--- config.mk ---
export PLATFORM = sky130hd
export DESIGN_NAME = isc_result_buffer
export DESIGN_NICKNAME = d
export VERILOG_FILES = /design/src/hw/rtl/isc_pkg.sv /design/src/hw/rtl/isc_result_buffer.sv
export SDC_FILE = /design/constraint.sdc
export NUM_CORES = 1
export LEC_CHECK = 0
export BUFFER_PORTS_ARGS = -buffer_cell sky130_fd_sc_hd__buf_2
export CAP_MARGIN = 10
export CELL_PAD_IN_SITES_DETAIL_PLACEMENT = 1
export CELL_PAD_IN_SITES_GLOBAL_PLACEMENT = 1
export CORE_ASPECT_RATIO = 1.1
export CORE_MARGIN = 3
export CORE_UTILIZATION = 42
export DETAILED_ROUTE_END_ITERATION = 16
export PLACE_DENSITY_LB_ADDON = 0.08
export SETUP_SLACK_MARGIN = 0.15
export SYNTH_ARGS = -nofsm -noshare
export SYNTH_HDL_FRONTEND = slang
export SYNTH_SLANG_ARGS = --single-unit
export TNS_END_PERCENT = 10
--- constraint.sdc ---
create_clock -name clock -period 1.7 [get_ports clock]
set_input_delay 0.34 -clock clock [delete_from_list [all_inputs] [get_ports clock]]
set_output_delay 0.34 -clock clock [all_outputs]
set_load 0.02 [all_outputs]
--- src/hw/rtl/isc_pkg.sv ---
// ============================================================================
// Indentation stack checker package
// Shared constants, character codes, verdict codes and types.
// ============================================================================
package isc_pkg;

   // Default sizes for the top-level parameters.
   localparam int STACK_DEPTH_DEFAULT = 16;
   localparam int INDENT_BITS_DEFAULT = 8;
   localparam int LINE_BITS_DEFAULT   = 16;

   // Field widths fixed by the interface.
   localparam int CHAR_W       = 8;
   localparam int TAB_WIDTH_W  = 4;
   localparam int VERDICT_W    = 2;
   localparam int ERROR_LINE_W = 16;

   // Reset value of the tab width register.
   localparam logic [TAB_WIDTH_W-1:0] TAB_WIDTH_RESET = 4'd4;

   // Character codes.
   localparam logic [CHAR_W-1:0] CHAR_NEWLINE = 8'd10;
   localparam logic [CHAR_W-1:0] CHAR_TAB     = 8'd9;
   localparam logic [CHAR_W-1:0] CHAR_SPACE   = 8'd32;

   // Verdict codes.
   localparam logic [VERDICT_W-1:0] VERDICT_OK       = 2'd0;
   localparam logic [VERDICT_W-1:0] VERDICT_MISINDENT = 2'd1;
   localparam logic [VERDICT_W-1:0] VERDICT_OVERFLOW = 2'd2;

   // Shift command broadcast to every level cell.
   typedef struct packed {
      logic push;
      logic pop;
   } cell_cmd_type;

   // One result transaction.
   typedef struct packed {
      logic [VERDICT_W-1:0]    verdict;
      logic [ERROR_LINE_W-1:0] error_line;
   } result_type;

endpackage

--- src/hw/rtl/isc_result_buffer.sv ---
// ============================================================================
// Indentation stack checker result buffer
// Output register with one skid entry behind it.
// ============================================================================
module isc_result_buffer (
   input  logic                  clock,
   input  logic                  reset,
   input  logic                  load_valid,
   input  isc_pkg::result_type   load_data,
   output logic                  full,
   output logic                  out_valid,
   input  logic                  out_stall,
   output isc_pkg::result_type   out_data
);
   import isc_pkg::*;

   logic       out_valid_ff, out_valid_in;
   logic       skid_valid_ff, skid_valid_in;
   result_type out_data_ff, out_data_in;
   result_type skid_data_ff, skid_data_in;

   always_comb begin
      out_valid_in  = out_valid_ff;
      out_data_in   = out_data_ff;
      skid_valid_in = skid_valid_ff;
      skid_data_in  = skid_data_ff;
      if (!out_valid_ff || !out_stall) begin
         // Output slot is free or drains this cycle.
         out_valid_in  = skid_valid_ff || load_valid;
         out_data_in   = skid_valid_ff ? skid_data_ff : load_data;
         skid_valid_in = 1'b0;
      end else if (load_valid) begin
         skid_valid_in = 1'b1;
         skid_data_in  = load_data;
      end
   end

   always_ff @(posedge clock) begin
      if (reset) begin
         out_valid_ff  <= 1'b0;
         skid_valid_ff <= 1'b0;
      end else begin
         out_valid_ff  <= out_valid_in;
         skid_valid_ff <= skid_valid_in;
      end
      out_data_ff  <= out_data_in;
      skid_data_ff <= skid_data_in;
   end

   assign full      = skid_valid_ff;
   assign out_valid = out_valid_ff;
   assign out_data  = out_data_ff;

endmodule

---- After elaboration in Yosys (flattened, before gate mapping) ----
Cells that the tools add are included.
operators by class
  mux-type cells .......................... 1
  bitwise logic cells ..................... 1
  reductions and logical operators ........ 6
operators by type and width
  cell                 number
  18-bit two-way mux   1
  1-bit logical NOT    2
  1-bit logical OR     2
  2-bit AND reduction  1
  2-bit OR reduction   1
  1-bit NOT            1
word-level totals
  flip-flop bits (word level) ............. 38
  input port bits ......................... 22
  output and inout port bits .............. 20
  word-level logic and storage cells ...... 14

---- Logic depth before layout (Yosys ltp) ----
Gate-level depths: netlist of the first run.
  depth after elaboration ................. 4
  gate-level depth with buffers ........... 4
  gate-level depth less buffers ........... 2

---- Worst setup path before layout of the first run ----
No wires, ideal clock.
  path kind ............................... reg-to-reg
  from .................................... register out_valid_ff, in the netlist out_valid
  to ...................................... register skid_data_ff[0] (netlist name) (enable)
  library setup time ...................... 376 ps
  arrival ................................. 1004 ps
  data required time ...................... 1324 ps
  slack ................................... 320 ps
  stages on the path, launching flop included .. 2
  cells stage by stage .................... dfxtp_1 and3_1
between the ends
  cells in the longest elaborated chain, start to end .. 4
ends and longest elaborated chain
  element                               line                     source
  start: declaration                    isc_result_buffer.sv:17  logic out_valid_ff, out_valid_in;
  start signal: assignment              isc_result_buffer.sv:43  out_valid_ff <= out_valid_in;
  1-bit logical NOT                     isc_result_buffer.sv:27  if (!out_valid_ff || !out_stall) begin
  1-bit logical OR                      isc_result_buffer.sv:27
  1-bit NOT (no source line)            n/a
  2-bit AND reduction (no source line)  n/a
  end signal: assignment                isc_result_buffer.sv:47  skid_data_ff <= skid_data_in;
  end: declaration                      isc_result_buffer.sv:20  result_type skid_data_ff, skid_data_in;
No other way between the ends.
A chain may end at the register's enable or synchronous reset.

---- Final worst setup path of the first run ----
  from .................................... register skid_valid_ff, in the netlist full
  to ...................................... output full
RTL lines
  element                   line                     source
  start: declaration        isc_result_buffer.sv:18  logic skid_valid_ff, skid_valid_in;
  start signal: assignment  isc_result_buffer.sv:44  skid_valid_ff <= skid_valid_in;
  end: declaration          isc_result_buffer.sv:10  output logic full,
No word-level cell between the ends.

==> results by group, run 1 <==
STA
  • RSZ-0062 raised after global routing: false
  • Setup violation total in the final timing report: 0
  • Clock skew: 0.00755 ns
  • Minimum clock period: 1.46 ns
  • Setup tns final: 0 ns
  • Final Cycle Share: 0.858
  • Slew headroom: 0.853
  • Final Hold Vio Count: 0
  • Max Clk Rate: 686 MHz
  • Worst Tran Pin Value: 0.221 ns
  • Slew Limit Fails: 0

Clock tree
  • Clock root buffer: clkbuf_4
  • Post-CTS sizing: 0
  • # clock sinks: 38
  • Skew-Pair Late Insertion Delay: 0.32 ns
  • Clk slew on worst S/H paths: 0.09 ns
  • Hold_buf cts: 0
  • TritonCTS clock tree: yes
  • H-tree depth: 2
  • Total CTS buffers: 5
  • Post-CTS Setup Inserts: 0
  • Clock buffer depth: 2

GRT
  • First-pass GRT wire length: 3600 um
  • Largest net degree at the start of global routing: 14
  • Initial antenna violation count: 0
  • Total GRT Usage: 0.130
  • Number of global-route vias before repair: 772
  • Total gr overflow: 0

Pwr
  • Int Power: 1.31 mW
  • Max VDD drop: 519 uV
  • Clk pwr share: 0.247
  • Comb pwr share: 0.103
  • Pwr dens: 971 mW/mm2
  • Sequential power share: 0.651
  • Switching power: 363 uW
  • Pleak: 0.691 nW
  • Total chip power: 1.67 mW
  • Switching share of power: 0.217

Layout
  • Multi-input gate area: 260 um2
  • Reg area: 0.00112 mm2
  • Fillers: 311
  • Layout Nets: 137
  • Non-Filler Instances: 149
  • Area Growth Syn to Fin: 21.7%
  • Share of cells above drive strength 1: 0.609
  • N_diodes: 0

Synth
  • Ys flop type: edfxtp_1
  • Synth Cell Area: 0.00141 mm2
  • Post-synth ARST share: 0
  • Flops & latches, synth: 38
  • Post-Synthesis Cells: 63
  • Area contributors post-synth: edfxtp_1 77%, mux2_4 9.6%, mux2_2 7.2%, dfxtp_1 2.8%, buf_12 1.4%
  • Top cells by count, synth: 36 x edfxtp_1, 9 x mux2_2, 9 x mux2_4
  • Syn avg cell area: 22.4 um2
  • Yosys cell types: 11
  • Number of synthesized flops with an enable pin: 36
  • Most numerous cell in the Yosys netlist: edfxtp_1
  • Share of the synthesized area in the top cell type: 0.765
  • Net Count, Synth: 85
  • Sequential area share after synthesis: 0.794
  • Post-synth top area cell: edfxtp_1
  • Yosys Warn Count: 0

Worst setup path
  • Startpoint types: register
  • Worst Setup Path Type: reg -> out
  • Critical Path Slowest Stage Cell: dfxtp_1
  • R2R depth: 2
  • Worst setup EP type: output pin
  • Crit path DAT: 1.12 ns
  • Worst path required time: 1.36 ns
  • Critical Path Fanout Max: 13
  • Max incr delay on CP: 0.34 ns
  • Worst path cell trace: buf_4, buf_2

Place
  • Dpl hpwl: 1700 um
  • GP Congestion: 0.633
  • Port bufs: 41
  • Inst Count DP: 142

Floorplanning
  • I/O Pins: 42
  • Die width: 61.3 um
  • Die Span Y: 66.8 um
  • Die area: 0.00410 mm2
  • Initial core utilization: 0.452
  • Placeable core region: 0.00313 mm2
  • Std-Cell Rows: 21

Route
  • Total Wirelength: 2320 um
  • Antenna Nets Post-Route: 0
  • DRT Pass-1 Iters: 2
  • Total number of vias: 722
  • DR WL/cell: 15.6 um
  • Residual DRC count: 0
  • DR vias/cell: 4.85
  • Drt first-iter violations: 1

Hold path
  • Worst Hold Depth: 2
  • Worst min-delay path class: in -> reg

Status
  • Status: finished, final reports clean

Run
  • Max-cap viol count: 0
## cell families (layout without fill, tap and decap cells)
| logic type | Yosys count | after routing | synth area share |
|---|---|---|---|
| flops | 38 | 38 | 0.794 |
| mux | 18 | 18 | 0.167 |
| simple gates | 4 | 4 | 0.0133 |
| buf+inv | 2 | 54 | 0.0221 |
| compound gates | 1 | 1 | 0.00354 |
## layer usage
layer | wire, um | GRT usage
met5 | 0 | 0
met4 | 27 | 0.0813
met3 | 141 | 0.0368
met2 | 1180 | 0.204
met1 | 966 | 0.152
## layout make-up
type / count / area share
tap: 34 / 0.0247
timing repair buffer: 47 / 0.146
multi-input combinational: 23 / 0.151
clock buffer: 7 / 0.0262
sequential: 38 / 0.652
## power groups by stage
stage | clock [mW] | sequential (mW) | combinational (mW)
finish | 0.412 | 1.09 | 0.172
floorplan | 0 | 1.16 | 0.0504
detailed placement | 0 | 1.11 | 0.175
CTS | 0.440 | 1.09 | 0.175
global route | 0.478 | 1.09 | 0.187
global placement | 0 | 1.11 | 0.171
## worst paths after layout
kind                             start                      to  slack [ns]
min reg2reg  skid_data_ff[4]$_DFFE_PP_   out_data[4]$_DFFE_PP_        0.55
max reg2reg          full$_SDFFE_PP0P_  out_data[16]$_DFFE_PP_        0.50
min                              reset  out_valid$_SDFFE_PP0P_        0.19
max                  full$_SDFFE_PP0P_                    full        0.24
## flip-flops by register name, indices dropped and copies added, names as in the netlist
| register | cells |
|---|---|
| skid_data_ff | 18 |
| out_valid | 1 |
| out_data | 18 |
| full | 1 |
## placed cells by master (no fill, tap or decap)
cell type / synthesis / layout
a21oi_1: 1 / 1
and3_1: 1 / 1
buf_2: 0 / 41
buf_4: 0 / 6
clkbuf_1: 0 / 2
clkbuf_4: 0 / 5
dfxtp_1: 2 / 2
edfxtp_1: 36 / 36
mux2_2: 9 / 9
mux2_4: 9 / 9
nand2_1: 1 / 1
nor2_1: 1 / 1
nor3_1: 1 / 1
## per-stage QoR
stage          cell area (um2)  hold slack (ns)  utilization  setup slack, ns
2_1_floorplan             1410            0.409            -            0.320
3_3_place_gp              1670            0.516        0.535            0.539
3_5_place_dp              1670            0.521        0.535            0.513
4_1_cts                   1720            0.163        0.550            0.204
5_1_grt                   1720            0.157        0.550            0.156
6_report                  1720            0.187        0.550            0.242
## critical path: cells and delay by family (launching register included)
kind,cells,cell delay [ns]
buf+inv,2,0.46
flops,1,0.34
Note: power is estimated with default switching activity, not from simulation.
==> run 2: changes to the inputs <==
--- a/config.mk
+++ b/config.mk
@@ -5,16 +5,18 @@
 export SDC_FILE = /design/constraint.sdc
 export NUM_CORES = 1
 export LEC_CHECK = 0
+export ABC_AREA = 1
 export BUFFER_PORTS_ARGS = -buffer_cell sky130_fd_sc_hd__buf_2
 export CAP_MARGIN = 10
 export CELL_PAD_IN_SITES_DETAIL_PLACEMENT = 1
 export CELL_PAD_IN_SITES_GLOBAL_PLACEMENT = 1
 export CORE_ASPECT_RATIO = 1.1
 export CORE_MARGIN = 3
-export CORE_UTILIZATION = 42
+export CORE_UTILIZATION = 39
 export DETAILED_ROUTE_END_ITERATION = 16
 export PLACE_DENSITY_LB_ADDON = 0.08
 export SETUP_SLACK_MARGIN = 0.15
+export SKIP_CTS_REPAIR_TIMING = 1
 export SYNTH_ARGS = -nofsm -noshare
 export SYNTH_HDL_FRONTEND = slang
 export SYNTH_SLANG_ARGS = --single-unit
==> run 2 against run 1 <==
Compared with the run above: via count increased by 23%; utilization decreased by 4.0 points; non-clock buffer count decreased by 1; synthesized cell count increased by 67%; global-route usage about the same; sequential cell count unchanged; sequential power about the same; cell count increased by 36%; register-to-register slack got worse by 0.02 ns; sequential share of layout area decreased by 1.3 points; critical path type unchanged; highest routed layer unchanged.
==> results by group, run 2 <==
Worst setup path
  • Stages on worst setup path: 1 (-1)
  • CP Capture Point: out_data[1]
  • Max incr delay on CP: 0.40 ns (+0.06 ns)
  • Startpoint types: register
  • R2R Setup Slk: 0.48 ns (-0.02 ns)
  • CP delay by family, top: flip-flops
  • R2R depth: 3 (+1)
  • Worst path required time: 1.36 ns (about the same)
  • Worst Setup Path Type: reg -> out
  • Critical Path Fanout Max: 1 (-12)
  • Critical Path Slowest Stage Cell: edfxtp_1
  • Worst path cell trace: buf_2
  • Crit path launch: out_data[1]$_DFFE_PP_
  • Worst R2R End: skid_data_ff[2]$_DFFE_PP_
  • WP buf/inv: 1 (-1)
  • Worst reg2reg startpoint: out_valid$_SDFFE_PP0P_
  • Worst setup EP type: output pin
  • Crit path DAT: 0.90 ns (-0.22 ns)

Clock tree
  • Total CTS buffers: 5 (unchanged)
  • TritonCTS clock tree: yes
  • Skew-Pair Late Insertion Delay: 0.33 ns (about the same)
  • H-tree depth: 2 (unchanged)
  • Clock root buffer: clkbuf_4
  • # clock sinks: 38 (unchanged)
  • Clock buffer depth: 2 (unchanged)
  • Clk slew on worst S/H paths: 0.10 ns (about the same)

Place
  • Dpl hpwl: 1910 um (+12%)
  • GP Congestion: 0.678 (+7.1%)
  • Port bufs: 41 (unchanged)

STA
  • Setup violation total in the final timing report: 0 (unchanged)
  • Minimum clock period: 1.24 ns (-0.215 ns)
  • Final Hold Vio Count: 0 (unchanged)
  • Setup tns final: 0 ns (unchanged)
  • RSZ-0062 raised after global routing: false
  • Worst Tran Pin Value: 0.276 ns (+0.0553 ns)
  • Clock skew: 0.00716 ns (-0.000394 ns)
  • Final Cycle Share: 0.731 (-0.126)
  • Slew headroom: 0.815 (-0.0375)
  • Slew Limit Fails: 0 (unchanged)
  • Max Clk Rate: 804 MHz (+17%)

GRT
  • Initial antenna violation count: 0 (unchanged)
  • Total gr overflow: 0 (unchanged)
  • Largest net degree at the start of global routing: 21 (+7)
  • First-pass GRT wire length: 4330 um (+20%)
  • Total GRT Usage: 0.130 (about the same)
  • Number of global-route vias before repair: 957 (+24%)

Layout
  • Area Growth Syn to Fin: 21.7% (about the same)
  • Commonest non-fill, non-tap cell in the layout: buf_2
  • Fillers: 385 (+24%)
  • Most frequent cells in the layout: 41 x buf_2, 36 x edfxtp_1, 20 x inv_1
  • Layout Nets: 176 (+28%)
  • Share of cells above drive strength 1: 0.361 (-0.247)
  • N_diodes: 0 (unchanged)

Route
  • Total Wirelength: 2520 um (+8.6%)
  • DRT Pass-1 Iters: 3 (+1)
  • Drt first-iter violations: 35 (+34)
  • DR vias/cell: 4.37 (-9.7%)
  • Total number of vias: 888 (+23%)
  • DR WL/cell: 12.4 um (-20%)
  • Residual DRC count: 0 (unchanged)
  • Antenna Nets Post-Route: 0 (unchanged)

Synth
  • Yosys cell types: 12 (+1)
  • Top cells by count, synth: 36 x edfxtp_1, 20 x inv_1, 20 x nand2_1
  • Net Count, Synth: 127 (+49%)
  • Synth Cell Area: 0.00144 mm2 (+1.9%)
  • Sequential area share after synthesis: 0.778 (-0.0152)
  • Ys flop type: edfxtp_1
  • Most numerous cell in the Yosys netlist: edfxtp_1
  • Area contributors post-synth: edfxtp_1 75%, o21ai_0 5.9%, inv_1 5.2%, nand2_1 5.2%, dfxtp_1 2.8%
  • Syn avg cell area: 13.7 um2 (-39%)
  • Post-Synthesis Cells: 105 (+67%)
  • Post-synth top area cell: edfxtp_1
  • Post-synth ARST share: 0 (unchanged)
  • Share of the synthesized area in the top cell type: 0.751 (-0.0146)
  • Number of synthesized flops with an enable pin: 36 (unchanged)
  • Yosys Warn Count: 0 (unchanged)
  • Flops & latches, synth: 38 (unchanged)

Pwr
  • Total chip power: 1.69 mW (+1.4%)
  • Pwr dens: 966 mW/mm2 (-0.55%)
  • Pleak: 0.744 nW (+7.6%)
  • Max VDD drop: 549 uV (+5.7%)

Floorplanning
  • Die Span Y: 69.7 um (+4.4%)
  • Initial core utilization: 0.419 (-0.0332)
  • Die width: 63.9 um (+4.3%)
  • Placeable core region: 0.00344 mm2 (+10%)
  • I/O Pins: 42 (unchanged)
  • Std-Cell Rows: 22 (+4.8%)
  • Die area: 0.00446 mm2 (+8.9%)

Hold path
  • Worst Hold Depth: 1 (-1)
  • Worst min-delay path class: in -> reg

Status
  • Status: finished, final reports clean

Run
  • Max-cap viol count: 0 (unchanged)
-- run 2: cell count changes after synthesis, sizes merged, moves of 2 or more --
cell / change
inv: +20
o21ai: +19
nor2: +2
mux2: -18
nand2: +19
-- run 2: cells by family (layout without fill, tap and decap cells) --
| family | Yosys count | in the layout | synth area share |
|---|---|---|---|
| buf+inv | 24 | 74 | 0.0869 |
| simple gates | 24 | 24 | 0.0634 |
| compound gates | 19 | 19 | 0.0712 |
| flops | 38 | 38 | 0.778 |
-- run 2: layout make-up --
| class | count | area, um2 | share of cell area |
|---|---|---|---|
| flip-flops and latches | 38 | 1120 | 0.640 |
| repair buffers | 46 | 243 | 0.138 |
| multi-input cells | 43 | 204 | 0.116 |
| inverters | 20 | 75.1 | 0.0428 |
| well taps | 48 | 60.1 | 0.0343 |
| clock buffers | 6 | 41.3 | 0.0236 |
| clock inverters | 2 | 8.76 | 0.00500 |
-- run 2: worst min-delay path by stage --
| stage | startpoint | endpoint | slack (ns) |
|---|---|---|---|
| 3_3_place_gp | out_valid$_SDFFE_PP0P_ | full$_SDFFE_PP0P_ | 0.50 |
| 3_5_place_dp | skid_data_ff[14]$_DFFE_PP_ | out_data[14]$_DFFE_PP_ | 0.51 |
| 5_1_grt | load_data[16] | skid_data_ff[16]$_DFFE_PP_ | 0.17 |
| 4_1_cts | load_data[16] | skid_data_ff[16]$_DFFE_PP_ | 0.17 |
| 6_report | load_data[16] | skid_data_ff[16]$_DFFE_PP_ | 0.20 |
| 2_1_floorplan | load_data[0] | skid_data_ff[0]$_DFFE_PP_ | 0.44 |
-- run 2: report_power, final --
group / internal, mW / leakage (nW) / switching, mW
Sequential: 1.08 / 0.367 / 0.0129
Clock: 0.155 / 0.0297 / 0.266
Combinational: 0.0613 / 0.347 / 0.115
Total: 1.30 / 0.744 / 0.394
-- run 2: per-stage QoR --
step	area [um2]	hold slack, ns	std cells	setup slack [ns]	util
3_5_place_dp	1700	0.514	195	0.375	0.495
3_3_place_gp	1700	0.499	195	0.430	0.495
5_1_grt	1750	0.171	203	0.355	0.509
2_1_floorplan	1450	0.439	105	0.204	-
4_1_cts	1750	0.170	203	0.428	0.509
6_report	1750	0.196	203	0.457	0.509
-- run 2: routing by layer --
layer | GRT usage | wire length (um)
met5 | 0 | 0
met2 | 0.209 | 1280
met3 | 0.0324 | 137
met4 | 0.0863 | 42
met1 | 0.150 | 1060
